[config.mk]
export PLATFORM = sky130hd
export DESIGN_NAME = scf_sqrt
export DESIGN_NICKNAME = d
export VERILOG_FILES = /design/src/sv/scf_pkg.sv /design/src/sv/scf_sqrt.sv
export SDC_FILE = /design/constraint.sdc
export NUM_CORES = 2
export LEC_CHECK = 0
export ABC_AREA = 0
export BUFFER_PORTS_ARGS = -buffer_cell sky130_fd_sc_hd__buf_2
export CORE_MARGIN = 2
export CORE_UTILIZATION = 40
export CTS_CLUSTER_SIZE = 16
export DETAILED_ROUTE_END_ITERATION = 10
export SYNTH_ARGS = -nofsm -noshare
export SYNTH_HDL_FRONTEND = slang
export SYNTH_SLANG_ARGS = --single-unit
export TNS_END_PERCENT = 30
[constraint.sdc]
create_clock -name clk -period 4.7 [get_ports clk]
set_input_delay 0.235 -clock clk [delete_from_list [all_inputs] [get_ports clk]]
set_output_delay 0.235 -clock clk [all_outputs]
set_load 0.02 [all_outputs]
[src/sv/scf_pkg.sv]
// Shared types and constants for the sphere contact force unit.
// Used by the square root and divider pipelines, the top level and the testbench.
`timescale 1ns / 1ps

package scf_pkg;

  localparam int SQRT_STAGES = 32;
  localparam int DIV_STAGES  = 31;
  localparam int HEAD_STAGES = 4;
  localparam int TAIL_STAGES = 9;
  localparam int LATENCY     = HEAD_STAGES + SQRT_STAGES + 1 + DIV_STAGES + TAIL_STAGES;

  typedef enum logic [2:0] {
    REG_CENTER_X     = 3'd0,
    REG_CENTER_Y     = 3'd1,
    REG_CENTER_Z     = 3'd2,
    REG_RADIUS       = 3'd3,
    REG_STIFFNESS    = 3'd4,
    REG_DAMPING      = 3'd5,
    REG_MIN_DISTANCE = 3'd6
  } cfg_reg_t;

  localparam logic [30:0] STIFFNESS_RESET    = 31'd1310720;
  localparam logic [30:0] DAMPING_RESET      = 31'd32768;
  localparam logic [30:0] MIN_DISTANCE_RESET = 31'd1;

  typedef struct packed {
    logic [2:0][31:0] vel;
    logic [2:0]       neg;
    logic [2:0][30:0] dm;
    logic             live;
  } root_side_t;

  typedef struct packed {
    logic [2:0][31:0] vel;
    logic [2:0]       neg;
    logic [30:0]      pen;
    logic             near;
    logic             in_sphere;
  } div_side_t;

endpackage

[src/sv/scf_sqrt.sv]
// Pipelined integer square root, one result bit per register stage.
// Depends on scf_pkg for the stage count.
`timescale 1ns / 1ps

module scf_sqrt (
  input  logic        clk,
  input  logic        en,
  input  logic [63:0] x,
  output logic [31:0] root
);

  localparam int N = scf_pkg::SQRT_STAGES;

  logic [63:0] rem [1:N];
  logic [63:0] res [1:N];

  for (genvar j = 0; j < N; j++) begin : g_stage
    localparam logic [63:0] BIT = 64'd1 << (2 * (N - 1 - j));
    logic [63:0] rin;
    logic [63:0] sin;
    logic [63:0] trial;
    if (j == 0) begin : g_first
      assign rin = x;
      assign sin = '0;
    end else begin : g_next
      assign rin = rem[j];
      assign sin = res[j];
    end
    assign trial = sin + BIT;
    always_ff @(posedge clk) begin
      if (en) begin
        if (rin >= trial) begin
          rem[j+1] <= rin - trial;
          res[j+1] <= (sin >> 1) + BIT;
        end else begin
          rem[j+1] <= rin;
          res[j+1] <= sin >> 1;
        end
      end
    end
  end

  assign root = res[N][31:0];

endmodule

==> flow_summary.ini <==
[sta]
period_needed_ns = 4.49
fmax_mhz = 223
rsz0062_at_grt = false
tightest_slew_ns = 1.23
slew_violations = 0
hold_viol = 0
setup_violations = 0
finalSetupTns_ns = 0
fin_crit_sh_pct = 95.6
relSlewSlack_pct = 17.2
fin_skew_ns = 0.117

[grt]
overflow = 0
grt_max_degree = 202
grt_pass1_vias = 77400
grtUsageTotal_pct = 20.6
antenna_found_initial = 14
grt_pass1_wl_mm = 487

[floorplan]
rows = 202
die_area_um2 = 308000
die_h_um = 555
core_um2 = 302000
die_w_um = 555
pin_count = 98
initial_core_util_pct = 40.2

[yosys]
yosysSeqAreaShare_pct = 62.1
synthFlopType = edfxtp_1
synth_edf_count = 2512
netlist_area_um2 = 121000
yosysTopAreaCell = edfxtp_1
synth-warning-count = 0
yosysMostFrequentCell = edfxtp_1
synth_cells = 9823
synth_nets = 10400
synth_common_cells = 2512 x edfxtp_1, 784 x nand2_1, 701 x inv_1
synth_area_leaders = edfxtp_1 62%, ha_1 5.8%, xor2_1 3.2%, xnor2_1 3.1%, nand2_1 2.4%
synth_seq_cells = 2512
avgSynthCellArea_um2 = 12.4
ys_types = 96
synth_top_area_share_pct = 62.1
synth-async-reset-ratio_pct = 0

[clocking]
cts_buffers = 285
clkTransAtPathRegs_ns = 0.06
cts_tree = built
cts_root_buf = clkbuf_16
htreeDepth = 5
clock_tree.buffer_depth = 4
cts.sinks = 2512
post_cts_buffers = 0
clk_latency_ns = 0.94

[run_status]
status = complete, no violations

[worst_setup_path]
critPathSlowestCell = xor2_1
path_buf_inv = 2
cp.arrival_ns = 5.03
end_kind = flip-flop
crit_fanout = 10
reg2regPathDepth = 11
required_ns = 5.24
worstSetupStartpointType = flip-flop
crit_family = simple AND/OR/NAND/NOR gates
crit_top_cell = nor4_1
path_class = flip-flop to flip-flop
slowest_delay_ns = 0.79
cp_cell_sequence = inv_1, ha_1, nand3_1, nor4_1, buf_4, nand4_1, nor4_1, or4_1, nand2_1, a2111oi_0, xor2_1
crit_cells = 11

[placement]
dp.cells = 13800
place_congestion = 0.938
portBuffers = 97
dpl_cell_area_um2 = 127000
dp_hpwl_mm = 246

[power_and_ir_drop]
powerDensity_nw_per_um2 = 485
peakVddDrop_mv = 0.323
p_leak_uw = 0.0513

[finish]
num-nets-final = 10900
drive_above_1_share_pct = 7.63
postLayoutCellArea_um2 = 138000
area_growth_pct = 13.4
fillers = 27200
fin_util_pct = 45.5
final_cells = 14500

[flow_run]
maxCapViolCount = 0

[min_path]
hold_path_class = input port to flip-flop
hold_depth = 2

[route]
wl_per_cell_um = 22.4
finalWirelength_mm = 324
vias = 79300
antenna_left = 0
first_iter_violations = 8204
drc = 0
drt-pass1-iter-count = 5
vias_per_cell = 5.49
-- worst paths after layout --
check	start	to	slack, ns
hold / removal	x[20]	rem[0][84]$_DFFE_PP_	0.07
setup / recovery	res[0][1447]$_DFFE_PP_	rem[0][1517]$_DFFE_PP_	0.21
hold reg to reg	rem[0][275]$_DFFE_PP_	rem[0][339]$_DFFE_PP_	0.35
setup reg to reg	res[0][1447]$_DFFE_PP_	rem[0][1517]$_DFFE_PP_	0.21
-- cell type report --
type                       count  area [µm²]  area share, %
multi-input combinational   6389       42600           30.9
antenna                        4        10.0        0.00727
inverter                     703        2640           1.92
tap                         3978        4980           3.62
sequential                  2512       75400           54.8
clock inverter               166        1690           1.23
timing repair buffer         357        2920           2.12
clock buffer                 341        7410           5.38
-- registers in the layout, indices dropped and copies added (netlist names) --
signal / count
rem: 1984
res: 528
-- cell usage in the layout, fill, tap and decap left out, types with 52 or more instances in the layout --
cell type      netlist  final
clkbuf_1           187     53
a21o_1             266    266
xor2_1             445    443
nand2_1            784    784
ha_1               558    558
inv_1              701    701
nor3_1             263    262
clkinv_2             0     54
clkinv_1             1     52
nor4b_1             59     57
clkbuf_16            0    288
buf_2               24     96
nor4_1             361    356
xnor2_1            428    426
o21a_1              99     99
or3_1              138    138
nand2b_1           122    122
nor2_1             568    567
edfxtp_1          2512   2512
dlygate4sd3_1        0    112
nor2b_1             80     80
nand3_1            158    158
o21ai_0            583    581
or4_1               86     86
a21oi_1            506    506
buf_4                1    133
nand4_1            146    146
o21bai_1            60     60
-- where the power goes --
part | internal, µW | switching, µW | total [µW] | leakage (µW)
logic | 5470 | 8760 | 14200 | 0.0227
registers | 28400 | 2420 | 30800 | 0.0242
clock network | 12600 | 9160 | 21800 | 0.00443
total | 46400 | 20300 | 66800 | 0.0513
-- through the flow --
step | hold slack [ns] | setup slack (ns) | total power (µW)
floorplan | 0.334 | 0.338 | 40000
CTS | 0.000119 | 0.0376 | 67100
global route | 0.0231 | 0.0575 | 69900
detailed placement | 0.429 | -0.0273 | 45100
global placement | 0.427 | -0.167 | 45000
finish | 0.0661 | 0.208 | 66800
-- layer usage --
layer / vias up / global-route usage (%) / routed length (µm)
li1: 37600 / - / -
met1: 38800 / 29.6 / 148000
met2: 2499 / 31.9 / 144000
met3: 471 / 3.48 / 21900
met4: 2 / 6.37 / 10100
met5: - / 0 / 14
-- timing repair --
item | 4_1_cts | 5_1_grt
endpoints found under the setup margin | 3 | 6
gates cloned | 0 | 0
hold endpoints to repair | 113 | 0
resized for setup | 3 | 3
hold buffers | 112 | 0
-- logic make-up (layout without fill, tap and decap cells) --
group           after synthesis  after routing  share of synthesized area [%]
fa+ha+maj                   558            558                           5.75
flops                      2512           2512                           62.1
xor+xnor                    873            873                           6.30
simple gates               3021           3021                           12.8
mux                          57             57                          0.520
compound gates             1880           1880                           9.56
buf+inv                     922           1567                           2.90
other cells                   0              4                              0
Power figures use the tool's default switching activity.
