File: config.mk
export PLATFORM = sky130hd
export DESIGN_NAME = scf_div
export DESIGN_NICKNAME = d
export VERILOG_FILES = /design/src/sv/scf_pkg.sv /design/src/sv/scf_div.sv
export SDC_FILE = /design/constraint.sdc
export NUM_CORES = 2
export LEC_CHECK = 0
export BUFFER_PORTS_ARGS = -buffer_cell sky130_fd_sc_hd__buf_4
export CAP_MARGIN = 10
export CORE_MARGIN = 3
export CORE_UTILIZATION = 48
export DETAILED_ROUTE_END_ITERATION = 12
export GPL_ROUTABILITY_DRIVEN = 0
export GPL_TIMING_DRIVEN = 0
export HOLD_SLACK_MARGIN = 0.02
export SYNTH_ARGS = -nofsm -noshare
export SYNTH_HDL_FRONTEND = slang
export SYNTH_SLANG_ARGS = --single-unit
File: constraint.sdc
create_clock -name clk -period 4.28 [get_ports clk]
set_input_delay 0.428 -clock clk [delete_from_list [all_inputs] [get_ports clk]]
set_output_delay 0.428 -clock clk [all_outputs]
set_load 0.02 [all_outputs]
File: src/sv/scf_pkg.sv
// Shared types and constants for the sphere contact force unit.
// Used by the square root and divider pipelines, the top level and the testbench.
`timescale 1ns / 1ps

package scf_pkg;

  localparam int SQRT_STAGES = 32;
  localparam int DIV_STAGES  = 31;
  localparam int HEAD_STAGES = 4;
  localparam int TAIL_STAGES = 9;
  localparam int LATENCY     = HEAD_STAGES + SQRT_STAGES + 1 + DIV_STAGES + TAIL_STAGES;

  typedef enum logic [2:0] {
    REG_CENTER_X     = 3'd0,
    REG_CENTER_Y     = 3'd1,
    REG_CENTER_Z     = 3'd2,
    REG_RADIUS       = 3'd3,
    REG_STIFFNESS    = 3'd4,
    REG_DAMPING      = 3'd5,
    REG_MIN_DISTANCE = 3'd6
  } cfg_reg_t;

  localparam logic [30:0] STIFFNESS_RESET    = 31'd1310720;
  localparam logic [30:0] DAMPING_RESET      = 31'd32768;
  localparam logic [30:0] MIN_DISTANCE_RESET = 31'd1;

  typedef struct packed {
    logic [2:0][31:0] vel;
    logic [2:0]       neg;
    logic [2:0][30:0] dm;
    logic             live;
  } root_side_t;

  typedef struct packed {
    logic [2:0][31:0] vel;
    logic [2:0]       neg;
    logic [30:0]      pen;
    logic             near;
    logic             in_sphere;
  } div_side_t;

endpackage

File: src/sv/scf_div.sv
// Pipelined restoring divider, one quotient bit per register stage.
// Depends on scf_pkg for the stage count; the high part must be below the divisor.
`timescale 1ns / 1ps

module scf_div (
  input  logic        clk,
  input  logic        en,
  input  logic [31:0] num_hi,
  input  logic [30:0] num_lo,
  input  logic [31:0] den,
  output logic [30:0] quo
);

  localparam int N = scf_pkg::DIV_STAGES;

  logic [31:0] r  [1:N];
  logic [30:0] lo [1:N];
  logic [30:0] q  [1:N];
  logic [31:0] dn [1:N];

  for (genvar k = 0; k < N; k++) begin : g_stage
    logic [31:0] rin;
    logic [30:0] lin;
    logic [30:0] qin;
    logic [31:0] din;
    logic [32:0] r2;
    logic        take;
    if (k == 0) begin : g_first
      assign rin = num_hi;
      assign lin = num_lo;
      assign qin = '0;
      assign din = den;
    end else begin : g_next
      assign rin = r[k];
      assign lin = lo[k];
      assign qin = q[k];
      assign din = dn[k];
    end
    assign r2   = {rin, lin[30]};
    assign take = r2 >= {1'b0, din};
    always_ff @(posedge clk) begin
      if (en) begin
        r[k+1]  <= take ? 32'(r2 - {1'b0, din}) : r2[31:0];
        lo[k+1] <= {lin[29:0], 1'b0};
        q[k+1]  <= {qin[29:0], take};
        dn[k+1] <= din;
      end
    end
  end

  assign quo = q[N];

endmodule

==> summary.txt <==
pwr/cell area = 776 nW/um^2
CTS Buf Count = 323
Yosys Warn Count = 0
final-report max-slew violation count = 0
total power = 131 mW
Seq/Total Area, Yosys = 0.575
Pre-Repair DR Iteration Count = 8
layout cells sized above 1 = 0.0991
largest net degree at the start of global routing = 206
reg2reg end = r[5][56]
CP Data Required Time = 4.91 ns
Syn Nets = 13700
GR Util All Layers = 0.215
Die Area = 320000 sq um
Yosys cell types = 105
setup total negative slack = 0 ns
initial drt markers = 8960
Met3 Wirelength = 21000 um
routed wl met2 = 164000 um
io pins = 128
status = complete, no violations
clock sinks = 2881
Worst Hold Path Cells = 1
VDD IR-drop max = 0.356 mV
clock buffer depth = 4
Avg Inst Size Synth = 12.0 sq um
CTS clk-pin slew, worst paths = 0.05 ns
Hold Fails Final Rpt = 0
H-tree depth = 5
worst slew pin tran = 1.15 ns
site row count = 204
Die Width = 566 um
Hold WC Path Type = in -> reg
Post-synth top flop = edfxtp_1
wire length on met1 = 153000 um
R2R depth = 14
Area Overhead vs Synth = 12.4%
Die H = 566 um
DR vias/cell = 5.70
flop-to-flop setup slack = 0.12 ns
EDFF count, synth = 2881
Worst Skew = 0.0457 ns
cell count after synthesis = 12600
Avg WL per Cell = 20.2 um
vias in the first global route = 97600
hold slack = 0.0453 ns
placed instance area = 157000 sq um
hpwl dp = 264000 um
commonest non-fill, non-tap cell in the layout = edfxtp_1
Worst Path Max Fanout = 10
Initial Util = 0.484
crit path DAT = 4.78 ns
highest metal used = met5
Overflow after GRT = 0
# port buffers = 127
Hold Startpoint = en
detailed-route via count = 99900
Finished Cell Area = 169000 sq um
Slew Limit Headroom = 0.230
first-pass GRT wire length = 546000 um
critical path type = reg -> reg
core footprint = 310000 sq um
number of nets with antenna violations after routing = 0
NumNets Final = 14300
setup violators final = 0
fin crit share = 0.971
Routed WL = 354000 um
minimum clock period = 4.16 ns
CTS tree = built
Max Fclk = 241 MHz
top-area cell type share of the netlist area = 0.575
crit path launch type = register
top cells by area, synth = edfxtp_1 (58%), ha_1 (8.3%), mux2_2 (3.3%)
launch point of the worst reg-to-reg path = dn[5][14]
# DRC = 0
endpoint type of the worst setup path = register
initial antenna violation count = 8
Synth area leader = edfxtp_1
WHS Endpoint = lo[0][44]
Async SR Flop Fraction = 0
max-cap violations = 0
commonest non-fill, non-tap cells in the layout = edfxtp_1 (2881), inv_1 (1269), ha_1 (992), a21oi_1 (943), nand2_1 (897)
Cell Area, Synth = 150000 sq um
later-pin clock latency in the skew report = 0.91 ns
#FFs+latches synth = 2881
LEAKAGE = 67.6 nW
RSZ-0062 raised after global routing = no
Root Buffer = clkbuf_16
[registers in the layout, indices dropped and copies added (netlist names)]
| signal | flops |
|---|---|
| dn | 960 |
| r | 960 |
| q | 496 |
| lo | 465 |
[worst max-delay path, cell delays in order, from the launching register on]
cell and delay [ns]:
edfxtp_1 0.47, inv_1 0.08, ha_1 0.37, a21o_1 0.19, a21o_1 0.17, a21oi_1 0.18, o21a_1 0.21, o211ai_1 0.10
o211ai_1 0.43, a31oi_4 0.20, o2111a_1 0.29, and3b_1 0.20, buf_2 0.28, clkbuf_4 0.36, mux2_2 0.37
[stage by stage]
stage,std cells,worst slack (ns),util
4_1_cts,17500,0.00506,0.544
3_3_place_gp,16800,-23.16,0.504
2_1_floorplan,12600,0.859,-
6_report,17500,0.123,0.545
3_5_place_dp,16800,-1.33,0.506
5_1_grt,17500,0.00119,0.545
[synth_stat cells, types with 19 or more instances]
| cell type | number |
|---|---|
| a21o_1 | 461 |
| nand3b_1 | 19 |
| o21ai_0 | 823 |
| buf_2 | 57 |
| mux2_2 | 445 |
| edfxtp_1 | 2881 |
| o21a_1 | 109 |
| inv_1 | 1271 |
| nor2b_1 | 137 |
| o41ai_1 | 19 |
| a41oi_1 | 22 |
| or3_1 | 26 |
| nor4_1 | 42 |
| nor3_1 | 132 |
| o211ai_1 | 53 |
| fa_1 | 30 |
| clkbuf_1 | 216 |
| a31oi_1 | 115 |
| and4_1 | 19 |
| nand2b_1 | 122 |
| xor2_1 | 341 |
| and3_1 | 85 |
| mux2i_1 | 49 |
| o2111ai_1 | 21 |
| nor2_1 | 562 |
| a21boi_0 | 30 |
| xnor2_1 | 457 |
| a211oi_1 | 91 |
| o31ai_1 | 72 |
| and2_1 | 39 |
| a211o_1 | 26 |
| a21oi_1 | 948 |
| nand3_1 | 242 |
| o21bai_1 | 126 |
| nand2_1 | 897 |
| or2_2 | 34 |
| nand4_1 | 186 |
| ha_1 | 992 |
| o31a_1 | 20 |
[worst max path at each step]
stage,startpoint,end,slack (ns)
global route,dn[4][33],r[5][20],0.001
floorplan,dn[11][1],r[11][56],0.86
finish,dn[5][14],r[5][56],0.12
detailed placement,en,lo[10][19],-1.33
CTS,lo[14][29],r[14][46],0.005
global placement,en,q[15][57],-23.16
[metal layers]
| metal | vias to the layer above | global-route usage |
|---|---|---|
| met3 | 859 | 0.0342 |
| met4 | 2 | 0.0907 |
| met2 | 3409 | 0.353 |
| met1 | 48100 | 0.285 |
| li1 | 47500 | - |
| met5 | - | 0 |
[layout make-up]
| class | instances | area (sq um) |
|---|---|---|
| Antenna cell | 3 | 7.51 |
| Clock inverter | 199 | 2170 |
| Tap cell | 4120 | 5150 |
| Buffer | 308 | 1420 |
| Multi-Input combinational cell | 8094 | 58000 |
| Fill cell | 25900 | 141000 |
| Sequential cell | 2881 | 86500 |
| Timing Repair Buffer | 255 | 2580 |
| Clock buffer | 385 | 8420 |
| Inverter | 1271 | 4780 |
[timing repair]
item	CTS	global route
buffers inserted	3	9
hold endpoints to repair	94	0
gates cloned	2	0
gates resized for setup	35	100
pin swaps	1	7
hold buffers	94	0
endpoints found under the setup margin	404	521
[report_power, final]
part / switching [mW] / total, mW / internal, mW
Clock: 11.4 / 27.6 / 16.1
Combinational: 33.9 / 58.4 / 24.4
Sequential: 4.28 / 45.2 / 40.9
Total: 49.7 / 131 / 81.5
[kinds of logic (layout without fill, tap and decap cells)]
| group | after synthesis | after routing | share of synthesized area |
|---|---|---|---|
| compound gates | 3165 | 3165 | 0.131 |
| other cells | 0 | 3 | 0 |
| flops | 2881 | 2881 | 0.575 |
| xor+xnor | 798 | 798 | 0.0465 |
| simple gates | 2609 | 2609 | 0.0825 |
| mux | 500 | 500 | 0.0372 |
| fa+ha+maj | 1022 | 1022 | 0.0865 |
| buf+inv | 1580 | 2418 | 0.0407 |
Note: power is estimated with default switching activity, not from simulation.
